### src/hw/rtl/stfr_pkg.sv
// ----------------------------------------------------------------------------
// stfr_pkg
// shared constants and types for the stuffed frame length router
// ----------------------------------------------------------------------------
package stfr_pkg;

   localparam logic [7:0] FLAG_START   = 8'h7E;
   localparam logic [7:0] FLAG_ESCAPE  = 8'h7D;
   localparam logic [7:0] ESC_OF_7D    = 8'h5D;
   localparam logic [7:0] ESC_OF_7E    = 8'h5E;
   localparam logic [7:0] TOTAL_EXTRA  = 8'd5;
   localparam logic [8:0] RAW_MAX      = 9'd511;
   localparam logic [7:0] THRESH_RESET = 8'd127;

   // tuser bit positions of the response channel
   localparam int USER_RESTART = 0;
   localparam int USER_VALID   = 1;
   localparam int USER_INJECT  = 2;
   localparam int USER_WIDTH   = 3;
   localparam int DATA_WIDTH   = 48;

   typedef struct packed {
      logic [7:0] raw_byte;
      logic       raw_restart;
      logic       frame_byte_valid;
      logic [7:0] frame_byte;
      logic [7:0] frame_index;
      logic       frame_done;
      logic [7:0] frame_length;
      logic       route_inject;
      logic [8:0] raw_length;
   } stfr_result_type;

endpackage

### src/hw/rtl/stuffed_frame_length_router.sv
// ----------------------------------------------------------------------------
// stuffed_frame_length_router
// byte-stuffed frame deframer with length-based completion and routing
// ----------------------------------------------------------------------------
//  channel | dir | handshake            | payload
//  req     | in  | req_tvalid/tready    | tdata[7:0] rx_byte
//  rsp     | out | rsp_tvalid/tready    | tdata, tuser, tlast (frame_done)
//  csr     | in  | csr_valid/csr_ready  | csr_data[7:0] inject_threshold
//
//  one request per cycle sustained while rsp_tready stays high; each request
//  passes through the input register, then the response register
//  the frame state updates as a request moves from the input register into
//  the response register, so every byte sees the state left by its predecessor
//  reset is synchronous and clears all frame state, threshold returns to 127
//  a stalled response holds the input register; req_tready drops only when
//  both registers are full and rsp_tready is low
// ----------------------------------------------------------------------------
module stuffed_frame_length_router
   import stfr_pkg::*;
(
   input  logic                  clock,
   input  logic                  reset,
   // request: [7:0] rx_byte
   input  logic                  req_tvalid,
   output logic                  req_tready,
   input  logic [7:0]            req_tdata,
   // response: [7:0] raw_byte, [15:8] frame_byte, [23:16] frame_index,
   // [31:24] frame_length, [40:32] raw_length, [47:41] zero
   output logic                  rsp_tvalid,
   input  logic                  rsp_tready,
   output logic [DATA_WIDTH-1:0] rsp_tdata,
   // response: [0] raw_restart, [1] frame_byte_valid, [2] route_inject
   output logic [USER_WIDTH-1:0] rsp_tuser,
   output logic                  rsp_tlast,
   // threshold write
   input  logic                  csr_valid,
   output logic                  csr_ready,
   input  logic [7:0]            csr_data
);

   logic            in_valid_ff;
   logic [7:0]      in_byte_ff;
   logic [7:0]      threshold_ff;
   logic            advance;
   logic            out_valid;
   stfr_result_type result;
   stfr_result_type result_q;

   // threshold register, always writable
   assign csr_ready = 1'b1;

   always_ff @(posedge clock) begin
      if (reset) begin
         threshold_ff <= THRESH_RESET;
      end else if (csr_valid) begin
         threshold_ff <= csr_data;
      end
   end

   // move a byte into the response register when that register is free or is taken
   assign advance    = in_valid_ff & (~out_valid | rsp_tready);
   assign req_tready = ~in_valid_ff | advance;

   always_ff @(posedge clock) begin
      if (reset) begin
         in_valid_ff <= 1'b0;
      end else if (req_tready) begin
         in_valid_ff <= req_tvalid;
      end
   end

   always_ff @(posedge clock) begin
      if (req_tvalid && req_tready) begin
         in_byte_ff <= req_tdata;
      end
   end

   stfr_tracker u_tracker (
      .clock            (clock),
      .reset            (reset),
      .advance          (advance),
      .rx_byte          (in_byte_ff),
      .inject_threshold (threshold_ff),
      .result           (result)
   );

   stfr_out_reg u_out_reg (
      .clock      (clock),
      .reset      (reset),
      .load       (advance),
      .result_in  (result),
      .take       (rsp_tready),
      .valid      (out_valid),
      .result_out (result_q)
   );

   // pack the response
   assign rsp_tvalid = out_valid;
   assign rsp_tdata  = {7'd0, result_q.raw_length, result_q.frame_length,
                        result_q.frame_index, result_q.frame_byte, result_q.raw_byte};
   assign rsp_tuser  = {result_q.route_inject, result_q.frame_byte_valid,
                        result_q.raw_restart};
   assign rsp_tlast  = result_q.frame_done;

`ifndef NO_ASSERTIONS
   // completion always carries a decoded byte
   a_done_has_byte: assert property (@(posedge clock) disable iff (reset)
      rsp_tvalid && rsp_tlast |-> rsp_tuser[USER_VALID])
      else $error("frame completion without decoded byte");

   // completed length is one past the last index
   a_done_length: assert property (@(posedge clock) disable iff (reset)
      rsp_tvalid && rsp_tlast |-> (result_q.frame_length == result_q.frame_index + 8'd1))
      else $error("frame length does not match final index");

   // start flag restarts the raw count
   a_restart_count: assert property (@(posedge clock) disable iff (reset)
      rsp_tvalid && rsp_tuser[USER_RESTART] |-> (result_q.raw_length == 9'd1))
      else $error("raw count not restarted on start flag");

   // a stalled response keeps the input register from moving
   a_stall_holds: assert property (@(posedge clock) disable iff (reset)
      out_valid && !rsp_tready |-> !advance)
      else $error("byte advanced into a stalled response register");
`endif

endmodule

### src/hw/rtl/stfr_tracker.sv
// ----------------------------------------------------------------------------
// stfr_tracker
// frame tracking state and per-byte unstuffing / completion decode
// ----------------------------------------------------------------------------
module stfr_tracker
   import stfr_pkg::*;
(
   input  logic            clock,
   input  logic            reset,
   input  logic            advance,
   input  logic [7:0]      rx_byte,
   input  logic [7:0]      inject_threshold,
   output stfr_result_type result
);

   logic       start_pending_ff, start_pending_in;
   logic       escape_pending_ff, escape_pending_in;
   logic [7:0] frame_count_ff, frame_count_in;
   logic [7:0] frame_total_ff, frame_total_in;
   logic [7:0] dest_byte_ff, dest_byte_in;
   logic [8:0] raw_count_ff, raw_count_in;

   logic       is_start;
   logic       have;
   logic [7:0] dec_byte;
   logic [8:0] count_next;

   assign is_start   = (rx_byte == FLAG_START);
   assign count_next = {1'b0, frame_count_ff} + 9'd1;

   always_comb begin
      start_pending_in  = start_pending_ff;
      escape_pending_in = escape_pending_ff;
      frame_count_in    = frame_count_ff;
      frame_total_in    = frame_total_ff;
      dest_byte_in      = dest_byte_ff;
      raw_count_in      = raw_count_ff;
      have              = 1'b0;
      dec_byte          = rx_byte;
      result            = '0;

      // unstuffing and raw count
      if (is_start) begin
         raw_count_in      = 9'd1;
         start_pending_in  = 1'b1;
         escape_pending_in = 1'b0;
         frame_count_in    = 8'd0;
      end else begin
         if (raw_count_ff < RAW_MAX) begin
            raw_count_in = raw_count_ff + 9'd1;
         end
         if (escape_pending_ff) begin
            escape_pending_in = 1'b0;
            have              = (rx_byte == ESC_OF_7D) || (rx_byte == ESC_OF_7E);
            dec_byte          = (rx_byte == ESC_OF_7D) ? FLAG_ESCAPE : FLAG_START;
         end else if (rx_byte == FLAG_ESCAPE) begin
            escape_pending_in = 1'b1;
         end else begin
            have = 1'b1;
         end
      end

      // frame position
      if (have) begin
         priority if (start_pending_ff) begin
            start_pending_in        = 1'b0;
            dest_byte_in            = dec_byte;
            frame_count_in          = 8'd1;
            result.frame_byte_valid = 1'b1;
            result.frame_byte       = dec_byte;
         end else if (frame_count_ff == 8'd1) begin
            frame_total_in          = dec_byte + TOTAL_EXTRA;
            frame_count_in          = 8'd2;
            result.frame_byte_valid = 1'b1;
            result.frame_byte       = dec_byte;
            result.frame_index      = 8'd1;
         end else if (frame_count_ff > 8'd1) begin
            if (count_next <= {1'b0, frame_total_ff}) begin
               frame_count_in          = count_next[7:0];
               result.frame_byte_valid = 1'b1;
               result.frame_byte       = dec_byte;
               result.frame_index      = frame_count_ff;
               if (count_next == {1'b0, frame_total_ff}) begin
                  result.frame_done   = 1'b1;
                  result.frame_length = count_next[7:0];
                  result.route_inject = (dest_byte_ff >= inject_threshold);
               end
            end
         end else begin
            // no frame open: byte ignored
         end
      end

      result.raw_byte    = rx_byte;
      result.raw_restart = is_start;
      result.raw_length  = raw_count_in;
   end

   always_ff @(posedge clock) begin
      if (reset) begin
         start_pending_ff  <= 1'b0;
         escape_pending_ff <= 1'b0;
         frame_count_ff    <= '0;
         frame_total_ff    <= '0;
         dest_byte_ff      <= '0;
         raw_count_ff      <= '0;
      end else if (advance) begin
         start_pending_ff  <= start_pending_in;
         escape_pending_ff <= escape_pending_in;
         frame_count_ff    <= frame_count_in;
         frame_total_ff    <= frame_total_in;
         dest_byte_ff      <= dest_byte_in;
         raw_count_ff      <= raw_count_in;
      end
   end

endmodule

### src/hw/rtl/stfr_out_reg.sv
// ----------------------------------------------------------------------------
// stfr_out_reg
// response register with valid flag
// ----------------------------------------------------------------------------
module stfr_out_reg
   import stfr_pkg::*;
(
   input  logic            clock,
   input  logic            reset,
   input  logic            load,
   input  stfr_result_type result_in,
   input  logic            take,
   output logic            valid,
   output stfr_result_type result_out
);

   logic            valid_ff, valid_in;
   stfr_result_type result_ff;

   assign valid_in = load | (valid_ff & ~take);

   always_ff @(posedge clock) begin
      if (reset) begin
         valid_ff <= 1'b0;
      end else begin
         valid_ff <= valid_in;
      end
   end

   always_ff @(posedge clock) begin
      if (load) begin
         result_ff <= result_in;
      end
   end

   assign valid      = valid_ff;
   assign result_out = result_ff;

endmodule
### config.mk
export PLATFORM = sky130hd
export DESIGN_NAME = stuffed_frame_length_router
export DESIGN_NICKNAME = d
export VERILOG_FILES = /design/src/hw/rtl/stfr_pkg.sv /design/src/hw/rtl/stuffed_frame_length_router.sv /design/src/hw/rtl/stfr_tracker.sv /design/src/hw/rtl/stfr_out_reg.sv
export SDC_FILE = /design/constraint.sdc
export NUM_CORES = 1
export LEC_CHECK = 0
export ABC_AREA = 1
export BUFFER_PORTS_ARGS = -buffer_cell sky130_fd_sc_hd__buf_4
export CAP_MARGIN = 40
export CORE_UTILIZATION = 51
export CTS_CLUSTER_DIAMETER = 120
export CTS_CLUSTER_SIZE = 10
export DETAILED_ROUTE_END_ITERATION = 8
export PLACE_DENSITY_LB_ADDON = 0.08
export SYNTH_ARGS = -nofsm -noshare
export SYNTH_HDL_FRONTEND = slang
export SYNTH_SLANG_ARGS = --single-unit
### constraint.sdc
create_clock -name clock -period 2.65 [get_ports clock]
set_input_delay 0.265 -clock clock [delete_from_list [all_inputs] [get_ports clock]]
set_output_delay 0.265 -clock clock [all_outputs]
set_load 0.01 [all_outputs]
==> out/metrics.cfg, run 1 <==
[outcome]
status = complete, no violations

[pwr]
clkPwrFrac_pct = 29.0
p_switching_w = 0.001043
seqPwrFrac_pct = 49.6
power.switching_fraction_pct = 29.62
total_leakage_power_nw = 2.665
report.power.total_w = 0.003521
power.density_cell_area_mw_per_mm2 = 589.5
power_frac_comb_pct = 21.4
worst_ir_drop_vdd_v = 0.0003348
p_int_w = 0.002478

[floorplanning]
floorplan.initialDensity_pct = 53.83
core_area_mm2 = 0.008891
ios = 76
die_w_um = 98.87
fp-row-count = 34
dieArea_mm2 = 0.009775
dieHeight_um = 98.87

[worst_setup_path]
critPathCaptureType = register
slowest_stage = sky130_fd_sc_hd__dfxtp_4
critical_path.startpoint_type = register
worst_ep_arrival_time_ps = 2920
required_time_at_the_worst_slack_endpoint_ps = 2950
critPathMaxFanout = 7
timing.critical_path.slowest_cell_delay_ps = 390
critical_path_class = register to register
worstPathCellList = ha_4 > nand2_4 > nor3_4 > xor2_1 > inv_1 > ha_4 > nand2_1 > nor2_2 > nand4_1 > nand2_2 > nand2_4 > buf_4 > clkbuf_16 > o21ai_0 > o211ai_1 > a21oi_1

[grt]
grt_first_pass_wirelength_um = 17230
number_of_global_route_vias_before_repair = 3642
grt.total_usage_pct = 22.91
grt_max_degree = 37
grt_antenna_before_repair = 0
grt.overflow.total = 0

[layout]
area_growth_syn_to_layout_pct = 24.81
insertedDiodeCount = 0
mostFrequentLayoutCells = 89 x sky130_fd_sc_hd__buf_4, 70 x sky130_fd_sc_hd__inv_1, 61 x sky130_fd_sc_hd__nand2_1
fin_nets = 663
mostFrequentLayoutCell = sky130_fd_sc_hd__buf_4
final_layout_size_suffix_gt1_share_pct = 28.16

[timing]
timing_max_transition_violations_final = 0
report.final.setup_viol = 0
final.min_clock_period_ps = 2620
worst_slew_pin_tran_ps = 500.5
unrepaired_setup_endpoints_after_global_routing = yes
fmax_ghz = 0.3816
final_min_period_over_clock_period_pct = 98.88
final-hold-violation-count = 0
skew_final_ps = 11.02
fin_hold_ws_ps = 60.22
maxSlewHeadroom_pct = 66.41

[synth]
synth.top_cell.area_share_pct = 33.25
syn_area_mm2 = 0.004786
async_set_or_reset_register_ratio_after_synthesis_pct = 0
synth_top_flop_cell = sky130_fd_sc_hd__edfxtp_1
yosys.area.top_type = sky130_fd_sc_hd__edfxtp_1
seq_area_frac_synth_pct = 52.08
yosysWarningCount = 0
syn_avg_cell_area_um2 = 8.979
ys_types = 38
postSynthCellCount = 533
yosys_register_bits = 98
synth.top_cells.by_area = sky130_fd_sc_hd__edfxtp_1 33%, sky130_fd_sc_hd__dfxtp_1 19%, sky130_fd_sc_hd__inv_1 5.8%
number_of_enable_flip_flop_cells_after_synthesis = 53

[clock_tree]
post_cts_hold_buffer_count = 0
worst_setup_hold_path_clk_slew_ps = 100
num_cts_buffers = 9
clk_root_buffer_cell = sky130_fd_sc_hd__clkbuf_8
h_tree_levels = 3
clk_latency_ps = 370
cts.sinks = 98
cts_tree = done
clock_path_buffers = 2

[placed_design]
gpl.final_weighted_congestion = 0.8808
dp.final_hpwl_um = 7209
place.port_buffers = 67

[route]
drtPass1Iterations = 5
via_count = 3879
met2RoutedLength_um = 5646
drt_first_iter_violations = 243
top_layer_used = met4
met3WireLength_um = 506
per_cell_via_count_in_the_routed_design = 5.292
post-route-drc-count = 0
routedWlPerCell_um = 15.02
met1_length_um = 4655
postRouteAntennaNets = 0
drt-total-wl_um = 11010

[min_path]
hold_class = input pin to register

[run]
max_cap_violations = 0

## what timing repair did
action,4_1_cts,5_1_grt
cloned,1,1
buffers inserted,1,9
endpoints found under the hold margin,0,0
pin swaps,2,18
setup endpoints to repair,9,34
gates resized for setup,3,49
## metrics by stage
step / std cells / setup TNS (ps) / instance area [um2] / util (%) / worst slack [ps]
2_1_floorplan: 539 / 0 / 4808 / - / 54.30
3_3_place_gp: 704 / 0 / 5414 / 60.89 / 94.53
3_5_place_dp: 705 / -4.387 / 5441 / 61.20 / -4.387
4_1_cts: 723 / 0 / 5679 / 63.88 / 24.36
5_1_grt: 733 / -1357 / 5973 / 67.18 / -122.8
6_report: 733 / 0 / 5973 / 67.18 / 29.73
## synth_stat cells, types with 2 or more instances
cell	n
sky130_fd_sc_hd__nand3_4	2
sky130_fd_sc_hd__nand2_1	67
sky130_fd_sc_hd__nand4_1	8
sky130_fd_sc_hd__buf_2	3
sky130_fd_sc_hd__dfxtp_1	45
sky130_fd_sc_hd__xor2_1	8
sky130_fd_sc_hd__buf_6	3
sky130_fd_sc_hd__conb_1	2
sky130_fd_sc_hd__ha_1	22
sky130_fd_sc_hd__nor3_1	7
sky130_fd_sc_hd__edfxtp_1	53
sky130_fd_sc_hd__a21oi_1	46
sky130_fd_sc_hd__nor2_2	8
sky130_fd_sc_hd__nand2_2	3
sky130_fd_sc_hd__clkbuf_1	9
sky130_fd_sc_hd__a31oi_1	7
sky130_fd_sc_hd__buf_4	9
sky130_fd_sc_hd__clkinv_1	3
sky130_fd_sc_hd__inv_2	4
sky130_fd_sc_hd__o211ai_1	8
sky130_fd_sc_hd__nor2_1	57
sky130_fd_sc_hd__o21ai_0	48
sky130_fd_sc_hd__o21ai_1	6
sky130_fd_sc_hd__nand3_1	16
sky130_fd_sc_hd__inv_1	74
sky130_fd_sc_hd__or2_2	3
## critical path: cells and delay by family (launching register included)
kind                     cells  cell delay, ps
AND/OR/NAND/NOR              7             740
adder cells (fa/ha/maj)      2             420
AO/OA/AOI/OAI                3             330
flip-flops                   1             390
XOR/XNOR                     1             220
buffers and inverters        3             430
## path summary, 6_finish.rpt
kind,from,endpoint,slack [ps],depth (start not counted)
setup / recovery,u_tracker.frame_count_ff[1]$_SDFFE_PP0P_,u_tracker.frame_count_ff[6]$_SDFFE_PP0P_,30,16
hold / removal,req_tdata[6],in_byte_ff[6]$_DFFE_PP_,60,1
hold reg to reg,in_byte_ff[7]$_DFFE_PP_,u_out_reg.result_out[44]$_DFFE_PP_,460,0
setup reg to reg,u_tracker.frame_count_ff[1]$_SDFFE_PP0P_,u_tracker.frame_count_ff[6]$_SDFFE_PP0P_,30,16
## flip-flops by register name, summed over array words and instances (netlist names)
| name | flops |
|---|---|
| u_tracker.frame_total_ff | 8 |
| u_tracker.raw_count_ff | 9 |
| in_byte_ff | 8 |
| u_out_reg.result_out | 45 |
| u_tracker.start_pending_ff | 1 |
| u_tracker.dest_byte_ff | 8 |
| in_valid_ff | 1 |
| u_out_reg.valid | 1 |
| u_tracker.escape_pending_ff | 1 |
| threshold_ff | 8 |
| u_tracker.frame_count_ff | 8 |
## layout make-up
class,count,area (um2)
clock buffers,9,123.9
clock inverters,7,86.33
fillers,698,2918
inverters,82,312.8
multi-input cells,336,2052
flip-flops and latches,98,2507
well taps,108,135.1
repair buffers,93,755.7
## routing by layer
layer | global-route usage, % | vias to the layer above
li1 | - | 1934
met1 | 28.26 | 1813
met2 | 39.16 | 114
met3 | 4.681 | 18
met4 | 9.414 | 0
met5 | 0 | -
## power groups by stage
| stage | clock, W | sequential (W) | combinational [W] |
|---|---|---|---|
| 2_1_floorplan | 0 | 0.00179 | 0.000368 |
| 3_3_place_gp | 0 | 0.00178 | 0.000569 |
| 3_5_place_dp | 0 | 0.00178 | 0.000588 |
| 4_1_cts | 0.00104 | 0.00174 | 0.000615 |
| 5_1_grt | 0.00111 | 0.00176 | 0.000824 |
| 6_report | 0.00102 | 0.00175 | 0.000753 |
## cell families after synthesis
group / count (synthesis) / synth area share, %
AND/OR/NAND/NOR: 177 / 17.23
AO/OA/AOI/OAI: 119 / 13.46
buffers and inverters: 106 / 9.673
flip-flops: 98 / 52.08
adder cells (fa/ha/maj): 22 / 5.752
XOR/XNOR: 9 / 1.647
other: 2 / 0.1569
Power figures use the tool's default switching activity.
==> run 2, diff against run 1 <==
Settings changed: CORE_MARGIN set to 2, RECOVER_POWER set to 25.
==> run 2 against run 1 <==
- critical path depth fell by 2
- clock power down 11%
- final area shrank 3.5%
- final cell count did not move
- setup slack lost 27 ps
- fmax shrank 1.0%
- largest power group unchanged
==> out/metrics.cfg, run 2 (synthesis results as in run 1) <==
[outcome]
status = complete, no violations

[layout]
fin_nets = 660
mostFrequentLayoutCell = sky130_fd_sc_hd__inv_1
mostFrequentLayoutCells = 74 x sky130_fd_sc_hd__inv_1, 62 x sky130_fd_sc_hd__nand2_1, 62 x sky130_fd_sc_hd__buf_4
n_fill_cell = 798
area_growth_syn_to_layout_pct = 20.44
insertedDiodeCount = 0
final_layout_size_suffix_gt1_share_pct = 22.99
final_cell_count_no_fill = 733
flip_flop_count_of_the_largest_register_all_copies_and_words_added = 45

[grt]
number_of_global_route_vias_before_repair = 3482
grt.total_usage_pct = 21.15
grt.overflow.total = 0
grt_max_degree = 72
grt_antenna_before_repair = 0
grt_first_pass_wirelength_um = 16560

[route]
drtPass1Iterations = 7
drt_first_iter_violations = 143
drt-total-wl_um = 10470
per_cell_via_count_in_the_routed_design = 5.232
post-route-drc-count = 0
routedWlPerCell_um = 14.29
via_count = 3835
postRouteAntennaNets = 0

[timing]
skew_final_ps = 13.11
final_min_period_over_clock_period_pct = 99.89
fmax_ghz = 0.3778
report.final.setup_viol = 0
final-hold-violation-count = 0
unrepaired_setup_endpoints_after_global_routing = yes
worst_slew_pin_tran_ps = 1299
final.min_clock_period_ps = 2647
setup_total_negative_slack_ps = 0
timing_max_transition_violations_final = 0
maxSlewHeadroom_pct = 13.39
final.setup.worst_slack_ps = 3.004

[clock_tree]
worst_setup_hold_path_clk_slew_ps = 100
h_tree_levels = 3
cts_tree = done
num_cts_buffers = 9
clk_root_buffer_cell = sky130_fd_sc_hd__clkbuf_8
clock_path_buffers = 2
post_cts_hold_buffer_count = 0
clk_latency_ps = 370
cts.sinks = 98

[floorplanning]
die_w_um = 100.9
dieHeight_um = 100.9
fp-row-count = 35
floorplan.initialDensity_pct = 52.29
core_area_mm2 = 0.009153
dieArea_mm2 = 0.01017
ios = 76

[min_path]
hold_class = input pin to register
min-delay-start = req_tdata[3]

[worst_setup_path]
worstPathCellList = ha_1 > nand2_2 > nor3_2 > xor2_1 > inv_1 > ha_1 > nand2_1 > nor2_2 > nand4_1 > nand2_2 > nand3_4 > or2_4 > buf_12 > a21oi_2
critical_path_class = register to register
critPathMaxFanout = 10
reg_to_reg_setup_timing_slack_ps = 3
slowest_stage = sky130_fd_sc_hd__dfxtp_4
critPathCaptureType = register
timing.critical_path.from = u_tracker.frame_count_ff[0]$_SDFFE_PP0P_
critical_path.startpoint_type = register
timing.critical_path.slowest_cell_delay_ps = 380
required_time_at_the_worst_slack_endpoint_ps = 2880
worst_ep_arrival_time_ps = 2880
reg2reg_from = u_tracker.frame_count_ff[0]$_SDFFE_PP0P_

[run]
max_cap_violations = 0

[placed_design]
gpl.final_weighted_congestion = 0.8383
place.port_buffers = 67
dp.final_hpwl_um = 7213
dp.cells = 709
dp_slack_ps = -15.23

[pwr]
worst_ir_drop_vdd_v = 0.0002854
power.density_cell_area_mw_per_mm2 = 576.0
total_leakage_power_nw = 2.536

run 2: path summary, 6_finish.rpt:
kind                                                 to  cells after the start
setup / recovery  u_out_reg.result_out[9]$_SDFFCE_PP0P_                     14
hold reg to reg      u_out_reg.result_out[44]$_DFFE_PP_                      0
hold / removal                  in_byte_ff[3]$_DFFE_PP_                      1
setup reg to reg  u_out_reg.result_out[9]$_SDFFCE_PP0P_                     14
run 2: repair_timing:
action / 4_1_cts / 5_1_grt
gates resized for setup: 2 / 32
endpoints found under the hold margin: 0 / 0
buffers inserted: 0 / 7
pin swaps: 0 / 11
cloned: 0 / 1
setup endpoints to repair: 22 / 27
run 2: power breakdown:
group	switching, W	leakage (nW)	internal (W)
logic	0.000396	1.56	0.000269
clock network	0.000552	0.0887	0.000357
registers	0.0000490	0.884	0.00170
total	0.000997	2.54	0.00232
run 2: cell type report:
class                      instances  area, um2  area share (%)
clock buffer                       9      123.9           2.149
clock inverter                     7      58.81           1.020
inverter                          82      312.8           5.427
multi-input combinational        336       1982           34.38
sequential                        98       2507           43.50
tap                              111      138.9           2.409
timing repair buffer              90      640.6           11.11
run 2: worst max-delay path, delay by kind of cell (launching register included):
family | cells | cell delay, ps
AO/OA/AOI/OAI | 1 | 100
AND/OR/NAND/NOR | 8 | 1020
adder cells (fa/ha/maj) | 2 | 500
buffers and inverters | 2 | 250
XOR/XNOR | 1 | 260
flip-flops | 1 | 380
run 2: metal layers:
| layer | part of all wire, % | GRT usage (%) |
|---|---|---|
| met5 | 0 | 0 |
| met3 | 4.7 | 4.646 |
| met2 | 49 | 34.67 |
| met1 | 44 | 27.99 |
| met4 | 2.4 | 6.849 |
run 2: stage by stage:
| stage | total power (W) | hold WS (ps) | instance area [um2] | util [%] |
|---|---|---|---|---|
| detailed placement | 0.002373 | 440.2 | 5445 | 59.49 |
| global placement | 0.002364 | 441.5 | 5445 | 59.49 |
| floorplan | 0.002159 | 363.9 | 4808 | - |
| global route | 0.003494 | 56.50 | 5764 | 62.98 |
| finish | 0.003320 | 84.18 | 5764 | 62.98 |
| CTS | 0.003279 | 50.03 | 5630 | 61.52 |
